--- src/rtl/landslide_risk_alarm_macros.svh ---
// Assertion macros used by the landslide risk alarm top level.
`ifndef LANDSLIDE_RISK_ALARM_MACROS_SVH
`define LANDSLIDE_RISK_ALARM_MACROS_SVH

`ifndef SYNTH
// Same-cycle implication, disabled during reset.
`define LRA_ASSERT_NOW(label, clk, rst, ante, cons) \
   label: assert property (@(posedge clk) disable iff (rst) (ante) |-> (cons)) \
      else $error("landslide_risk_alarm: assertion failed");
// Next-cycle implication, disabled during reset.
`define LRA_ASSERT_NEXT(label, clk, rst, ante, cons) \
   label: assert property (@(posedge clk) disable iff (rst) (ante) |=> (cons)) \
      else $error("landslide_risk_alarm: assertion failed");
`else
`define LRA_ASSERT_NOW(label, clk, rst, ante, cons)
`define LRA_ASSERT_NEXT(label, clk, rst, ante, cons)
`endif

`endif

--- src/rtl/lra_pkg.sv ---
// Package: types, codes and defaults for the landslide risk alarm.
package lra_pkg;

   localparam int HISTORY_SLOTS_DEF = 10;
   localparam int CLEAR_PERIOD_DEF  = 60;

   localparam int READ_W   = 12;
   localparam int ANGLE_W  = 11;
   localparam int TILT_W   = 10;
   localparam int INTEN_W  = 4;
   localparam int TOTAL_W  = 6;
   localparam int LEVEL_W  = 2;
   localparam int LED_W    = 3;
   localparam int CSR_IDX_W  = 3;
   localparam int CSR_DATA_W = 12;

   // Register indexes
   localparam logic [CSR_IDX_W-1:0] CSR_TILT_WARNING  = 3'd0;
   localparam logic [CSR_IDX_W-1:0] CSR_TILT_CRITICAL = 3'd1;
   localparam logic [CSR_IDX_W-1:0] CSR_SOIL_ARID     = 3'd2;
   localparam logic [CSR_IDX_W-1:0] CSR_SOIL_WET      = 3'd3;
   localparam logic [CSR_IDX_W-1:0] CSR_RAIN_CLEAR    = 3'd4;
   localparam logic [CSR_IDX_W-1:0] CSR_RAIN_LIGHT    = 3'd5;
   localparam logic [CSR_IDX_W-1:0] CSR_INTENSITY     = 3'd6;
   localparam logic [CSR_IDX_W-1:0] CSR_COUNT         = 3'd7;

   // Register reset values
   localparam logic [TILT_W-1:0]  TILT_WARNING_RST  = 10'd150;
   localparam logic [TILT_W-1:0]  TILT_CRITICAL_RST = 10'd250;
   localparam logic [READ_W-1:0]  SOIL_ARID_RST     = 12'd3000;
   localparam logic [READ_W-1:0]  SOIL_WET_RST      = 12'd1200;
   localparam logic [READ_W-1:0]  RAIN_CLEAR_RST    = 12'd2800;
   localparam logic [READ_W-1:0]  RAIN_LIGHT_RST    = 12'd1800;
   localparam logic [INTEN_W-1:0] INTENSITY_RST     = 4'd3;
   localparam logic [TOTAL_W-1:0] COUNT_RST         = 6'd8;

   // Level codes
   localparam logic [LEVEL_W-1:0] ALERT_NORMAL   = 2'd0;
   localparam logic [LEVEL_W-1:0] ALERT_RAISED   = 2'd1;
   localparam logic [LEVEL_W-1:0] ALERT_CRITICAL = 2'd2;
   localparam logic [LEVEL_W-1:0] SOIL_PARCHED   = 2'd0;
   localparam logic [LEVEL_W-1:0] SOIL_MEDIUM    = 2'd1;
   localparam logic [LEVEL_W-1:0] SOIL_WET       = 2'd2;
   localparam logic [LEVEL_W-1:0] RAIN_NONE      = 2'd0;
   localparam logic [LEVEL_W-1:0] RAIN_LIGHT     = 2'd1;
   localparam logic [LEVEL_W-1:0] RAIN_HEAVY     = 2'd2;

   localparam logic [LED_W-1:0] LED_GREEN  = 3'b001;
   localparam logic [LED_W-1:0] LED_YELLOW = 3'b010;
   localparam logic [LED_W-1:0] LED_RED    = 3'b100;

   typedef struct packed {
      logic [TILT_W-1:0]  tilt_warning;
      logic [TILT_W-1:0]  tilt_critical;
      logic [READ_W-1:0]  soil_arid;
      logic [READ_W-1:0]  soil_wet;
      logic [READ_W-1:0]  rain_clear;
      logic [READ_W-1:0]  rain_light;
      logic [INTEN_W-1:0] intensity;
      logic [TOTAL_W-1:0] count;
   } cfg_type;

   typedef struct packed {
      logic               rise;
      logic [INTEN_W-1:0] intensity;
      logic [TOTAL_W-1:0] total;
   } vib_type;

   typedef struct packed {
      logic [LEVEL_W-1:0] risk_grade;
      logic [LEVEL_W-1:0] soil_level;
      logic [LEVEL_W-1:0] rain_grade;
      logic               vibration_edge;
      logic [INTEN_W-1:0] shake_intensity;
      logic [TOTAL_W-1:0] vibration_total;
      logic [LED_W-1:0]   led_drive;
   } res_type;

endpackage

--- src/rtl/lra_csr.sv ---
// Threshold register bank with reset defaults.
module lra_csr import lra_pkg::*; (
   input  logic                  clock,
   input  logic                  reset,
   input  logic                  csr_write,
   input  logic [CSR_IDX_W-1:0]  csr_index,
   input  logic [CSR_DATA_W-1:0] csr_wdata,
   output cfg_type               cfg
);

   cfg_type cfg_ff, cfg_in;

   always_comb begin
      cfg_in = cfg_ff;
      if (csr_write) begin
         case (csr_index)
            CSR_TILT_WARNING:  cfg_in.tilt_warning  = csr_wdata[TILT_W-1:0];
            CSR_TILT_CRITICAL: cfg_in.tilt_critical = csr_wdata[TILT_W-1:0];
            CSR_SOIL_ARID:     cfg_in.soil_arid     = csr_wdata[READ_W-1:0];
            CSR_SOIL_WET:      cfg_in.soil_wet      = csr_wdata[READ_W-1:0];
            CSR_RAIN_CLEAR:    cfg_in.rain_clear    = csr_wdata[READ_W-1:0];
            CSR_RAIN_LIGHT:    cfg_in.rain_light    = csr_wdata[READ_W-1:0];
            CSR_INTENSITY:     cfg_in.intensity     = csr_wdata[INTEN_W-1:0];
            CSR_COUNT:         cfg_in.count         = csr_wdata[TOTAL_W-1:0];
            default:           cfg_in = cfg_ff;
         endcase
      end
   end

   always_ff @(posedge clock) begin
      if (reset) begin
         cfg_ff.tilt_warning  <= TILT_WARNING_RST;
         cfg_ff.tilt_critical <= TILT_CRITICAL_RST;
         cfg_ff.soil_arid     <= SOIL_ARID_RST;
         cfg_ff.soil_wet      <= SOIL_WET_RST;
         cfg_ff.rain_clear    <= RAIN_CLEAR_RST;
         cfg_ff.rain_light    <= RAIN_LIGHT_RST;
         cfg_ff.intensity     <= INTENSITY_RST;
         cfg_ff.count         <= COUNT_RST;
      end else begin
         cfg_ff <= cfg_in;
      end
   end

   assign cfg = cfg_ff;

endmodule

--- src/rtl/lra_track.sv ---
// Vibration tracker: edge detect, slot ring, running total and clear period.
module lra_track import lra_pkg::*; #(
   parameter int HISTORY_SLOTS = HISTORY_SLOTS_DEF,
   parameter int CLEAR_PERIOD  = CLEAR_PERIOD_DEF
) (
   input  logic    clock,
   input  logic    reset,
   input  logic    step,
   input  logic    pin,
   output vib_type vib
);

   localparam int PtrW  = $clog2(HISTORY_SLOTS);
   localparam int CntW  = $clog2(HISTORY_SLOTS + 1);
   localparam int TickW = $clog2(CLEAR_PERIOD + 1);

   logic                     prev_pin_ff;
   logic [HISTORY_SLOTS-1:0] slots_ff, slots_in;
   logic [PtrW-1:0]          ptr_ff, ptr_in;
   logic [TOTAL_W-1:0]       total_ff, total_in;
   logic [TickW-1:0]         tick_ff;
   logic                     rise;
   logic                     tick_last;
   logic [CntW-1:0]          cnt;

   always_comb begin
      rise     = pin & ~prev_pin_ff;
      slots_in = slots_ff;
      if (rise) begin
         slots_in[ptr_ff] = 1'b1;
      end
      ptr_in = (ptr_ff == PtrW'(HISTORY_SLOTS - 1)) ? '0 : PtrW'(ptr_ff + 1'b1);
      // the slot just entered starts empty
      slots_in[ptr_in] = 1'b0;
      cnt = '0;
      for (int i = 0; i < HISTORY_SLOTS; i++) begin
         cnt = CntW'(cnt + CntW'(slots_in[i]));
      end
      // saturate at the top count
      total_in  = (rise && total_ff != '1) ? TOTAL_W'(total_ff + 1'b1) : total_ff;
      tick_last = (tick_ff == TickW'(CLEAR_PERIOD - 1));
   end

   always_ff @(posedge clock) begin
      if (reset) begin
         prev_pin_ff <= 1'b0;
         slots_ff    <= '0;
         ptr_ff      <= '0;
         total_ff    <= '0;
         tick_ff     <= '0;
      end else if (step) begin
         prev_pin_ff <= pin;
         slots_ff    <= slots_in;
         ptr_ff      <= ptr_in;
         total_ff    <= tick_last ? '0 : total_in;
         tick_ff     <= tick_last ? '0 : TickW'(tick_ff + 1'b1);
      end
   end

   always_comb begin
      vib.rise      = rise;
      vib.intensity = (int'(cnt) > 15) ? '1 : INTEN_W'(cnt);
      vib.total     = total_in;
   end

endmodule

--- src/rtl/lra_grade.sv ---
// Grading and risk analysis: levels, alert and lamp drive.
module lra_grade import lra_pkg::*; (
   input  cfg_type                   cfg,
   input  vib_type                   vib,
   input  logic [READ_W-1:0]         soil_reading,
   input  logic [READ_W-1:0]         rain_reading,
   input  logic signed [ANGLE_W-1:0] pitch_tenths,
   input  logic signed [ANGLE_W-1:0] roll_tenths,
   output res_type                   res
);

   logic [ANGLE_W-1:0] abs_pitch, abs_roll, tilt;
   logic [LEVEL_W-1:0] soil_lvl, rain_lvl, alert;
   logic [2:0]         crit, warn;

   always_comb begin
      // magnitude of the most negative angle stays representable unsigned
      abs_pitch = pitch_tenths[ANGLE_W-1] ? ANGLE_W'(~pitch_tenths + 1'b1) : pitch_tenths;
      abs_roll  = roll_tenths[ANGLE_W-1]  ? ANGLE_W'(~roll_tenths + 1'b1)  : roll_tenths;
      tilt      = (abs_pitch > abs_roll) ? abs_pitch : abs_roll;

      if (soil_reading > cfg.soil_arid) begin
         soil_lvl = SOIL_PARCHED;
      end else if (soil_reading < cfg.soil_wet) begin
         soil_lvl = SOIL_WET;
      end else begin
         soil_lvl = SOIL_MEDIUM;
      end

      if (rain_reading >= cfg.rain_clear) begin
         rain_lvl = RAIN_NONE;
      end else if (rain_reading >= cfg.rain_light) begin
         rain_lvl = RAIN_LIGHT;
      end else begin
         rain_lvl = RAIN_HEAVY;
      end

      crit = '0;
      warn = '0;
      if (tilt >= ANGLE_W'(cfg.tilt_critical)) begin
         crit = crit + 3'd1;
      end else if (tilt >= ANGLE_W'(cfg.tilt_warning)) begin
         warn = warn + 3'd1;
      end
      if (rain_lvl == RAIN_HEAVY) begin
         crit = crit + 3'd1;
      end else if (rain_lvl == RAIN_LIGHT) begin
         warn = warn + 3'd1;
      end
      if (soil_lvl == SOIL_WET) begin
         crit = crit + 3'd1;
      end else if (soil_lvl == SOIL_PARCHED) begin
         warn = warn + 3'd1;
      end
      if (vib.intensity >= cfg.intensity) begin
         crit = crit + 3'd1;
      end else if (vib.total >= cfg.count) begin
         warn = warn + 3'd1;
      end

      if (crit >= 3'd2 || (crit >= 3'd1 && warn >= 3'd2)) begin
         alert = ALERT_CRITICAL;
      end else if (crit >= 3'd1 || warn >= 3'd2) begin
         alert = ALERT_RAISED;
      end else begin
         alert = ALERT_NORMAL;
      end

      res.risk_grade      = alert;
      res.soil_level      = soil_lvl;
      res.rain_grade      = rain_lvl;
      res.vibration_edge  = vib.rise;
      res.shake_intensity = vib.intensity;
      res.vibration_total = vib.total;
      case (alert)
         ALERT_CRITICAL: res.led_drive = LED_RED;
         ALERT_RAISED:   res.led_drive = LED_YELLOW;
         default:        res.led_drive = LED_GREEN;
      endcase
   end

endmodule

--- src/rtl/landslide_risk_alarm.sv ---
// Landslide risk alarm top level: input register, tracker and grading, result register.
// A request beat is held in the input register and graded; the result register loads
// its grade when that register is free, and the result is then offered.
// Throughput: one beat per cycle while the result side does not stall; the single input
// register and result register let a new request enter while a result waits under stall.
// Reset (synchronous): thresholds return to defaults, vibration history and
// counters clear, both pipeline stages empty.
`include "landslide_risk_alarm_macros.svh"

module landslide_risk_alarm import lra_pkg::*; #(
   parameter int HISTORY_SLOTS = HISTORY_SLOTS_DEF,
   parameter int CLEAR_PERIOD  = CLEAR_PERIOD_DEF
) (
   input  logic                      clock,
   input  logic                      reset,
   input  logic                      req_valid,
   output logic                      req_stall,
   input  logic [READ_W-1:0]         req_soil_reading,
   input  logic [READ_W-1:0]         req_rain_reading,
   input  logic                      req_vibration_pin,
   input  logic signed [ANGLE_W-1:0] req_pitch_tenths,
   input  logic signed [ANGLE_W-1:0] req_roll_tenths,
   output logic                      rsp_valid,
   input  logic                      rsp_stall,
   output logic [LEVEL_W-1:0]        rsp_risk_grade,
   output logic [LEVEL_W-1:0]        rsp_soil_level,
   output logic [LEVEL_W-1:0]        rsp_rain_grade,
   output logic                      rsp_vibration_edge,
   output logic [INTEN_W-1:0]        rsp_shake_intensity,
   output logic [TOTAL_W-1:0]        rsp_vibration_total,
   output logic [LED_W-1:0]          rsp_led_drive,
   input  logic                      csr_write,
   input  logic [CSR_IDX_W-1:0]      csr_index,
   input  logic [CSR_DATA_W-1:0]     csr_wdata
);

   cfg_type cfg;
   vib_type vib;
   res_type res, res_ff;

   logic                      s1_valid_ff, s1_valid_in;
   logic                      rsp_valid_ff, rsp_valid_in;
   logic [READ_W-1:0]         soil_ff, rain_ff;
   logic                      pin_ff;
   logic signed [ANGLE_W-1:0] pitch_ff, roll_ff;
   logic                      advance, req_take, step;

   // the result register frees when empty or when its beat is taken
   assign advance   = ~rsp_valid_ff | ~rsp_stall;
   assign req_stall = s1_valid_ff & ~advance;
   assign req_take  = req_valid & ~req_stall;
   assign step      = s1_valid_ff & advance;

   always_comb begin
      s1_valid_in  = req_take | (s1_valid_ff & ~advance);
      rsp_valid_in = advance ? s1_valid_ff : rsp_valid_ff;
   end

   always_ff @(posedge clock) begin
      if (reset) begin
         s1_valid_ff  <= 1'b0;
         rsp_valid_ff <= 1'b0;
      end else begin
         s1_valid_ff  <= s1_valid_in;
         rsp_valid_ff <= rsp_valid_in;
      end
   end

   always_ff @(posedge clock) begin
      if (req_take) begin
         soil_ff  <= req_soil_reading;
         rain_ff  <= req_rain_reading;
         pin_ff   <= req_vibration_pin;
         pitch_ff <= req_pitch_tenths;
         roll_ff  <= req_roll_tenths;
      end
      if (step) begin
         res_ff <= res;
      end
   end

   lra_csr u_csr (
      .clock     (clock),
      .reset     (reset),
      .csr_write (csr_write),
      .csr_index (csr_index),
      .csr_wdata (csr_wdata),
      .cfg       (cfg)
   );

   lra_track #(
      .HISTORY_SLOTS (HISTORY_SLOTS),
      .CLEAR_PERIOD  (CLEAR_PERIOD)
   ) u_track (
      .clock (clock),
      .reset (reset),
      .step  (step),
      .pin   (pin_ff),
      .vib   (vib)
   );

   lra_grade u_grade (
      .cfg          (cfg),
      .vib          (vib),
      .soil_reading (soil_ff),
      .rain_reading (rain_ff),
      .pitch_tenths (pitch_ff),
      .roll_tenths  (roll_ff),
      .res          (res)
   );

   assign rsp_valid           = rsp_valid_ff;
   assign rsp_risk_grade      = res_ff.risk_grade;
   assign rsp_soil_level      = res_ff.soil_level;
   assign rsp_rain_grade      = res_ff.rain_grade;
   assign rsp_vibration_edge  = res_ff.vibration_edge;
   assign rsp_shake_intensity = res_ff.shake_intensity;
   assign rsp_vibration_total = res_ff.vibration_total;
   assign rsp_led_drive       = res_ff.led_drive;

   `LRA_ASSERT_NOW(a_stall_only_when_full, clock, reset, req_stall, s1_valid_ff && rsp_valid_ff && rsp_stall)
   `LRA_ASSERT_NOW(a_led_onehot, clock, reset, rsp_valid, $onehot(rsp_led_drive))
   `LRA_ASSERT_NOW(a_red_is_critical, clock, reset, rsp_valid, rsp_led_drive[2] == (rsp_risk_grade == ALERT_CRITICAL))
   `LRA_ASSERT_NEXT(a_step_fills_result, clock, reset, step, rsp_valid_ff)

endmodule

--- config.mk ---
export PLATFORM = sky130hd
export DESIGN_NAME = landslide_risk_alarm
export DESIGN_NICKNAME = d
export VERILOG_FILES = /design/src/rtl/lra_pkg.sv /design/src/rtl/lra_csr.sv /design/src/rtl/lra_track.sv /design/src/rtl/lra_grade.sv /design/src/rtl/landslide_risk_alarm.sv
export VERILOG_INCLUDE_DIRS = /design/src /design/src/rtl
export SDC_FILE = /design/constraint.sdc
export NUM_CORES = 1
export LEC_CHECK = 0
export ABC_AREA = 1
export BUFFER_PORTS_ARGS = -buffer_cell sky130_fd_sc_hd__buf_2
export CAP_MARGIN = 0
export CORE_ASPECT_RATIO = 2
export CORE_MARGIN = 3
export CORE_UTILIZATION = 50
export CTS_BUF_LIST = sky130_fd_sc_hd__clkbuf_4 sky130_fd_sc_hd__clkbuf_8 sky130_fd_sc_hd__clkbuf_16
export CTS_CLUSTER_DIAMETER = 150
export CTS_CLUSTER_SIZE = 25
export DETAILED_ROUTE_END_ITERATION = 10
export GPL_ROUTABILITY_DRIVEN = 0
export MAX_ROUTING_LAYER = met4
export PLACE_DENSITY = 0.77
export REMOVE_ABC_BUFFERS = 1
export SLEW_MARGIN = 0
export SYNTH_ARGS = -nofsm -noshare
export SYNTH_HDL_FRONTEND = slang
export SYNTH_SLANG_ARGS = --single-unit
--- constraint.sdc ---
create_clock -name clock -period 5.7 [get_ports clock]
set_input_delay 0.855 -clock clock [delete_from_list [all_inputs] [get_ports clock]]
set_output_delay 0.855 -clock clock [all_outputs]
set_load 0.01 [all_outputs]
==> reports/results.txt, run 1 <==
Fin area: 0.0110 mm^2
Cell taking the most area after synthesis: dfxtp_1
Area Growth Syn to Fin: 18.0%
Setup slack after layout: 0.00755 ns
Post-synth ARST share: 0
Global routing usage on met1: 0.222
Num CTS Buffers: 17
Max clock buf depth: 2
Via Count: 7839
Worst Path Buf+Inv: 4
Clock Sinks: 172
Initial antenna violation count: 0
Sequential area share after synthesis: 0.439
Core Rows: 70
Post-Synth Simple-Gate Area: 0.154
Hold Path Depth: 2
Final hold vios: 0
Setup-failing EPs final: 0
Total gr overflow: 0
GRT Max-Usage Layer: met2
Num ports: 89
R2R cell count: 38
DRT Pass-1 Iters: 5
Slew headroom: 0.290
Avg Cell Area, Syn: 8.40 um^2
RSZ-0062 raised after global routing: yes
Hold Path Class: reg2reg
Drt wl/cell: 15.5 um
1st-iter DRT viols: 459
MaxCap Viol Count: 0
Pwr/cell area: 311 mW/mm^2
Final ANT Viol Nets: 0
Mux cell area share after synthesis: 0.00121
Max-slew violations: 0
DIE WIDTH: 103 um
Die height: 199 um
Worst Path Required: 5.89 ns
Synth Flop Type: dfxtp_1
Top cells by area, synth: dfxtp_1 23%, edfxtp_1 21%, ha_1 14%
Tmin final: 5.69 ns
Largest net degree at the start of global routing: 93
CP max-delay cell: edfxtp_1
Compound-gate portion of the synthesized area: 0.148
Least-Margin Pin Slew: 1.06 ns
M2 GR Usage: 0.402
CP max stage delay: 0.45 ns
Fmax: 0.176 GHz
Worst Hold Path EP: u_csr.cfg[37]
Post-synth EDFFs: 65
Tot Pwr: 3.42 mW
Htree depth: 4
Global-route wire length before repair: 34.2 mm
Setup WS pre-CTS: -0.0125 ns
Clock Skew: 0.0105 ns
Xor/xnor share of the synthesized area: 0.0207
DR vias/cell: 5.45
Die area: 0.0204 mm^2
Util after Layout: 0.601
GR Util All Layers: 0.221
VDD IR max: 0.160 mV
Worst Setup Start Kind: register
Worst EP arrival: 5.88 ns
Worst R2R End: rsp_risk_grade[0]
R2R Setup Slk: 0.008 ns
Synth top area share: 0.230
Leakage: 5.10 nW
CP delay by family, top: simple AND/OR/NAND/NOR gates
Adder-cell area share of the yosys netlist: 0.151
Yosys reg bits: 172
WL final: 22.3 mm
Hold wc startpoint: u_csr.cfg[37]
Cell mode on critical path: nand2_1
CP Max Fanout: 8
Post-synthesis cell count: 1110
Share of layout cells above drive strength 1: 0.177
Worst Path Class, Setup: reg2reg
Reg-to-reg critical path startpoint: pitch_ff[2]
Root Driver: clkbuf_16
ANT cells: 0
DP Area: 0.00995 mm^2
Core Region: 0.0183 mm^2
Largest family of logic cells by synthesized area: simple AND/OR/NAND/NOR gates
Initial core utilization: 0.510
Mapped Area: 0.00933 mm^2
IO Port Bufs: 88
Run status: completed
Final worst-path cycle share: 0.999
Met3 Usage GRT: 0.0349
Nets: 1385
Final routed DRC violation total: 0
Worst Setup End Kind: register
YS warnings: 0
DP HPWL: 15.6 mm
Worst-path clk slew: 0.07 ns
Number of global-route vias before repair: 7480
CTS tree: yes
Post-synthesis cell type count: 41
Later-pin clock latency in the skew report: 0.44 ns
## cells by family (layout without fill, tap and decap cells)
group / count (synthesis) / in the layout
and+or+nand+nor: 351 / 351
AOI/OAI and AO/OA: 245 / 245
buffers and inverters: 210 / 322
DFF: 172 / 172
adders and majority gates: 109 / 109
xor gates and xnor gates: 22 / 22
muxes: 1 / 1
## per-layer routing
layer  routed length [um]  vias to the layer above
met5                    0                        -
met3                 1080                       84
met4                 1220                        0
met1                 7900                     3628
met2                12100                      246
li1                     -                     3881
## cell type report
type	instances	area, um^2
fillers	1516	7300
clock buffers	20	460
clock inverters	12	135
flip-flops and latches	172	4100
repair buffers	107	583
repair inverters	1	11.3
inverters	182	691
multi-input cells	728	4760
well taps	216	270
## how the worst max path moves through the flow
| stage | endpoint | startpoint | slack [ns] | depth (start not counted) |
|---|---|---|---|---|
| after global placement | rsp_risk_grade[0] | pitch_ff[0] | 0.23 | 34 |
| final | rsp_risk_grade[0] | pitch_ff[2] | 0.008 | 38 |
| after detailed placement | rsp_risk_grade[0] | pitch_ff[0] | -0.01 | 35 |
| after floorplan | rsp_risk_grade[0] | pin_ff | 0.55 | 26 |
| after CTS | rsp_risk_grade[0] | pitch_ff[2] | 0.003 | 39 |
| after global routing | rsp_risk_grade[0] | pitch_ff[2] | -0.30 | 39 |
## placed cells by master (no fill, tap or decap), drive strengths merged, types with 2 or more instances in the layout
cell,netlist,layout
a211oi,3,3
a21o,2,2
a21oi,99,99
a31oi,4,4
and2,3,3
and3,3,3
buf,3,107
bufinv,0,2
clkbuf,25,20
clkinv,0,5
dfxtp,107,107
edfxtp,65,65
fa,6,6
ha,103,103
inv,182,187
nand2,194,194
nand3,29,29
nand3b,2,2
nand4,11,11
nor2,93,93
nor3,11,11
nor4,2,2
o211ai,32,32
o21a,8,8
o21ai,90,90
o22ai,3,3
or2,3,3
xnor2,5,5
xor2,17,17
## synth_stat cells, types with 5 or more instances
master    instances
nand2_1         193
inv_1           179
dfxtp_1         107
ha_1            103
a21oi_1          98
nor2_1           91
o21ai_0          87
edfxtp_1         65
o211ai_1         32
nand3_1          29
clkbuf_1         24
xor2_1           17
nand4_1          11
nor3_1           11
o21a_1            8
fa_1              6
xnor2_1           5
## registers in the layout, summed over array words and instances (netlist names), 4 cells and up
signal / cells
rsp_shake_intensity: 4
u_track.tick_ff: 6
rsp_vibration_total: 6
u_track.total_ff: 6
roll_ff: 11
u_track.ptr_ff: 4
u_csr.cfg: 78
pitch_ff: 11
rain_ff: 12
soil_ff: 12
u_track.slots_ff: 10
## where the power goes
group          leakage (nW)  switching [mW]  total (mW)  internal, mW
Clock                 0.293           0.496        1.17         0.678
Sequential             1.51          0.0364        1.40          1.36
Combinational          3.30           0.520       0.848         0.329
## tightest hold or removal path: stages (launching register included)
cell and delay, ns:
dfxtp_1 0.30, inv_1 0.06, a21oi_1 0.06
## stage by stage
stage	setup TNS [ns]	std cells	hold WS, ns
CTS	0	1423	0.463
finish	0	1438	0.459
global placement	0	1390	0.447
floorplan	0	1082	0.434
detailed placement	-0.0125	1390	0.454
global route	-0.863	1438	0.474
## timing repair
| action | 4_1_cts | 5_1_grt |
|---|---|---|
| pin swaps | 1 | 40 |
| setup buffers | 1 | 14 |
| hold buffers | 0 | 0 |
| resized for setup | 7 | 86 |
| setup endpoints to repair | 3 | 3 |
| hold endpoints to repair | 0 | 0 |
| gates cloned | 0 | 1 |
(Power assumes the default switching activity.)
==> run 2: changes to the inputs <==
==> constraint.sdc (replaced) <==
create_clock -name clock -period 5.9 [get_ports clock]
set_input_delay 0.885 -clock clock [delete_from_list [all_inputs] [get_ports clock]]
set_output_delay 0.885 -clock clock [all_outputs]
set_load 0.01 [all_outputs]
==> reports/results.txt, run 2 (synthesis gave the netlist of run 1 again) <==
Reg-to-reg critical path startpoint: pitch_ff[1] (was pitch_ff[2])
Num ports: 89 (unchanged)
Setup WS pre-CTS: 0.152 ns (was -0.0125 ns)
DP Area: 0.00995 mm^2 (unchanged)
Via Count: 7720 (was 7839)
Later-pin clock latency in the skew report: 0.43 ns (was 0.44 ns)
MaxCap Viol Count: 0 (unchanged)
Setup slack after layout: 0.139 ns (was 0.00755 ns)
Number of global-route vias before repair: 7445 (was 7480)
Core Region: 0.0183 mm^2 (unchanged)
Htree depth: 4 (unchanged)
Worst EP arrival: 5.95 ns (was 5.88 ns)
Worst R2R End: rsp_risk_grade[0] (unchanged)
CP delay by family, top: simple AND/OR/NAND/NOR gates (unchanged)
Pwr/cell area: 296 mW/mm^2 (was 311 mW/mm^2)
R2R Setup Slk: 0.14 ns (was 0.008 ns)
Worst Path Buf+Inv: 4 (unchanged)
Leakage: 5.03 nW (was 5.10 nW)
Final routed DRC violation total: 0 (unchanged)
ANT cells: 0 (unchanged)
Core Rows: 70 (unchanged)
Total gr overflow: 0 (unchanged)
Tmin final: 5.76 ns (was 5.69 ns)
DP Cell Count: 1390 (unchanged)
Global-route wire length before repair: 33.7 mm (was 34.2 mm)
Num CTS Buffers: 17 (unchanged)
Clock Skew: 0.0114 ns (was 0.0105 ns)
DR vias/cell: 5.39 (was 5.45)
Setup-failing EPs final: 0 (unchanged)
Final ANT Viol Nets: 0 (unchanged)
Area Growth Syn to Fin: 15.2% (was 18.0%)
R2R cell count: 36 (was 38)
DP HPWL: 15.8 mm (was 15.6 mm)
Largest net degree at the start of global routing: 93 (unchanged)
Crit path depth: 36 (was 38)
Share of layout cells above drive strength 1: 0.141 (was 0.177)
WL final: 21.7 mm (was 22.3 mm)
Initial core utilization: 0.510 (unchanged)
Final hold vios: 0 (unchanged)
Cell mode on critical path: nand2_1 (unchanged)
Commonest non-fill, non-tap cell in the layout: nand2_1 (unchanged)
Max clock buf depth: 2 (unchanged)
Slew headroom: 0.293 (was 0.290)
Register area: 0.00409 mm^2 (was 0.00410 mm^2)
DRT Pass-1 Iters: 7 (was 5)
Most frequent cells in the layout: 192 x nand2_1, 175 x inv_1, 107 x dfxtp_1 (was 183 x nand2_1, 171 x inv_1, 103 x dfxtp_1)
Setup Total Neg Slack: 0 ns (unchanged)
Initial antenna violation count: 0 (unchanged)
Nets: 1378 (was 1385)
1st-iter DRT viols: 320 (was 459)
Die height: 199 um (unchanged)
Worst-path clk slew: 0.07 ns (about the same)
CP Max Fanout: 9 (was 8)
CP max-delay cell: nor4_2 (was edfxtp_1)
Worst Setup Start Kind: register (unchanged)
Run status: completed (unchanged)
Hold wc startpoint: u_csr.cfg[1] (was u_csr.cfg[37])
FILL cells: 1585 (was 1516)
CP max stage delay: 0.45 ns (about the same)
Crit path launch: pitch_ff[1] (was pitch_ff[2])
Worst Setup End Kind: register (unchanged)
Fmax: 0.174 GHz (was 0.176 GHz)
GR Util All Layers: 0.218 (was 0.221)
Max-slew violations: 0 (unchanged)
VDD IR max: 0.172 mV (was 0.160 mV)
Worst Path Class, Setup: reg2reg (unchanged)
CP Capture Point: rsp_risk_grade[0] (unchanged)
CTS tree: yes (unchanged)
Hold Path Class: reg2reg (unchanged)
IO Port Bufs: 88 (unchanged)
Max FFs per register: 78 (unchanged)
Final worst-path cycle share: 0.976 (was 0.999)
Fin cells: 1431 (was 1438)
Clock Sinks: 172 (unchanged)
Die area: 0.0204 mm^2 (unchanged)
DIE WIDTH: 103 um (unchanged)
Drt wl/cell: 15.2 um (was 15.5 um)
Tot Pwr: 3.18 mW (was 3.42 mW)
Util after Layout: 0.587 (was 0.601)
Root Driver: clkbuf_16 (unchanged)
Least-Margin Pin Slew: 1.06 ns (about the same)
Combined area of the multi-input logic cells: 0.00457 mm^2 (was 0.00476 mm^2)
Fin Hold WS: 0.463 ns (was 0.459 ns)
Fin area: 0.0107 mm^2 (was 0.0110 mm^2)
Worst Path Required: 6.08 ns (was 5.89 ns)
## run 2: cell count changes in the layout (fill, tap and decap cells not counted), sizes merged
cell	before	now
bufinv	2	1
clkinv	5	7
clkinvlp	1	0
buf	107	100
inv	187	188
clkbuf	20	19
## run 2: report_power, final
part	switching [mW]	internal [mW]
clock network	0.486	0.621
registers	0.0344	1.31
logic	0.450	0.272
## run 2: metal layers
metal  vias up  global-route usage  wire [um]
met5         -                   -          0
met1      3540               0.210       7700
met4         0               0.130       1400
li1       3867                   -          -
met2       221               0.393      11700
met3        92              0.0370        956
## run 2: how the worst min path moves through the flow
stage | slack, ns | to | cells after the start
2_1_floorplan | 0.43 | u_track.slots_ff[1] | 2
3_3_place_gp | 0.45 | u_csr.cfg[71] | 2
3_5_place_dp | 0.46 | u_csr.cfg[77] | 2
4_1_cts | 0.47 | u_csr.cfg[77] | 2
5_1_grt | 0.47 | u_csr.cfg[42] | 2
6_report | 0.46 | u_csr.cfg[1] | 2
## run 2: final cells by class
| type | instances | area share |
|---|---|---|
| clock buffers | 19 | 0.0426 |
| clock inverters | 13 | 0.0120 |
| inverters | 182 | 0.0643 |
| multi-input cells | 728 | 0.425 |
| flip-flops and latches | 172 | 0.381 |
| well taps | 216 | 0.0251 |
| repair buffers | 100 | 0.0494 |
| repair inverters | 1 | 0.000466 |
## run 2: repair_timing
| item | CTS | global route |
|---|---|---|
| hold buffers | 0 | 0 |
| resized for setup | 0 | 42 |
| buffers inserted | 0 | 8 |
| endpoints found under the setup margin | 0 | 3 |
## run 2: worst reg2reg max path, delay by kind of cell (launching register included)
kind                       cells  cell delay, ns
buffers and inverters          4            0.48
AOI/OAI and AO/OA              4            0.56
DFF                            1            0.43
and+or+nand+nor               21            2.30
adders and majority gates      6            1.64
xor gates and xnor gates       1            0.12
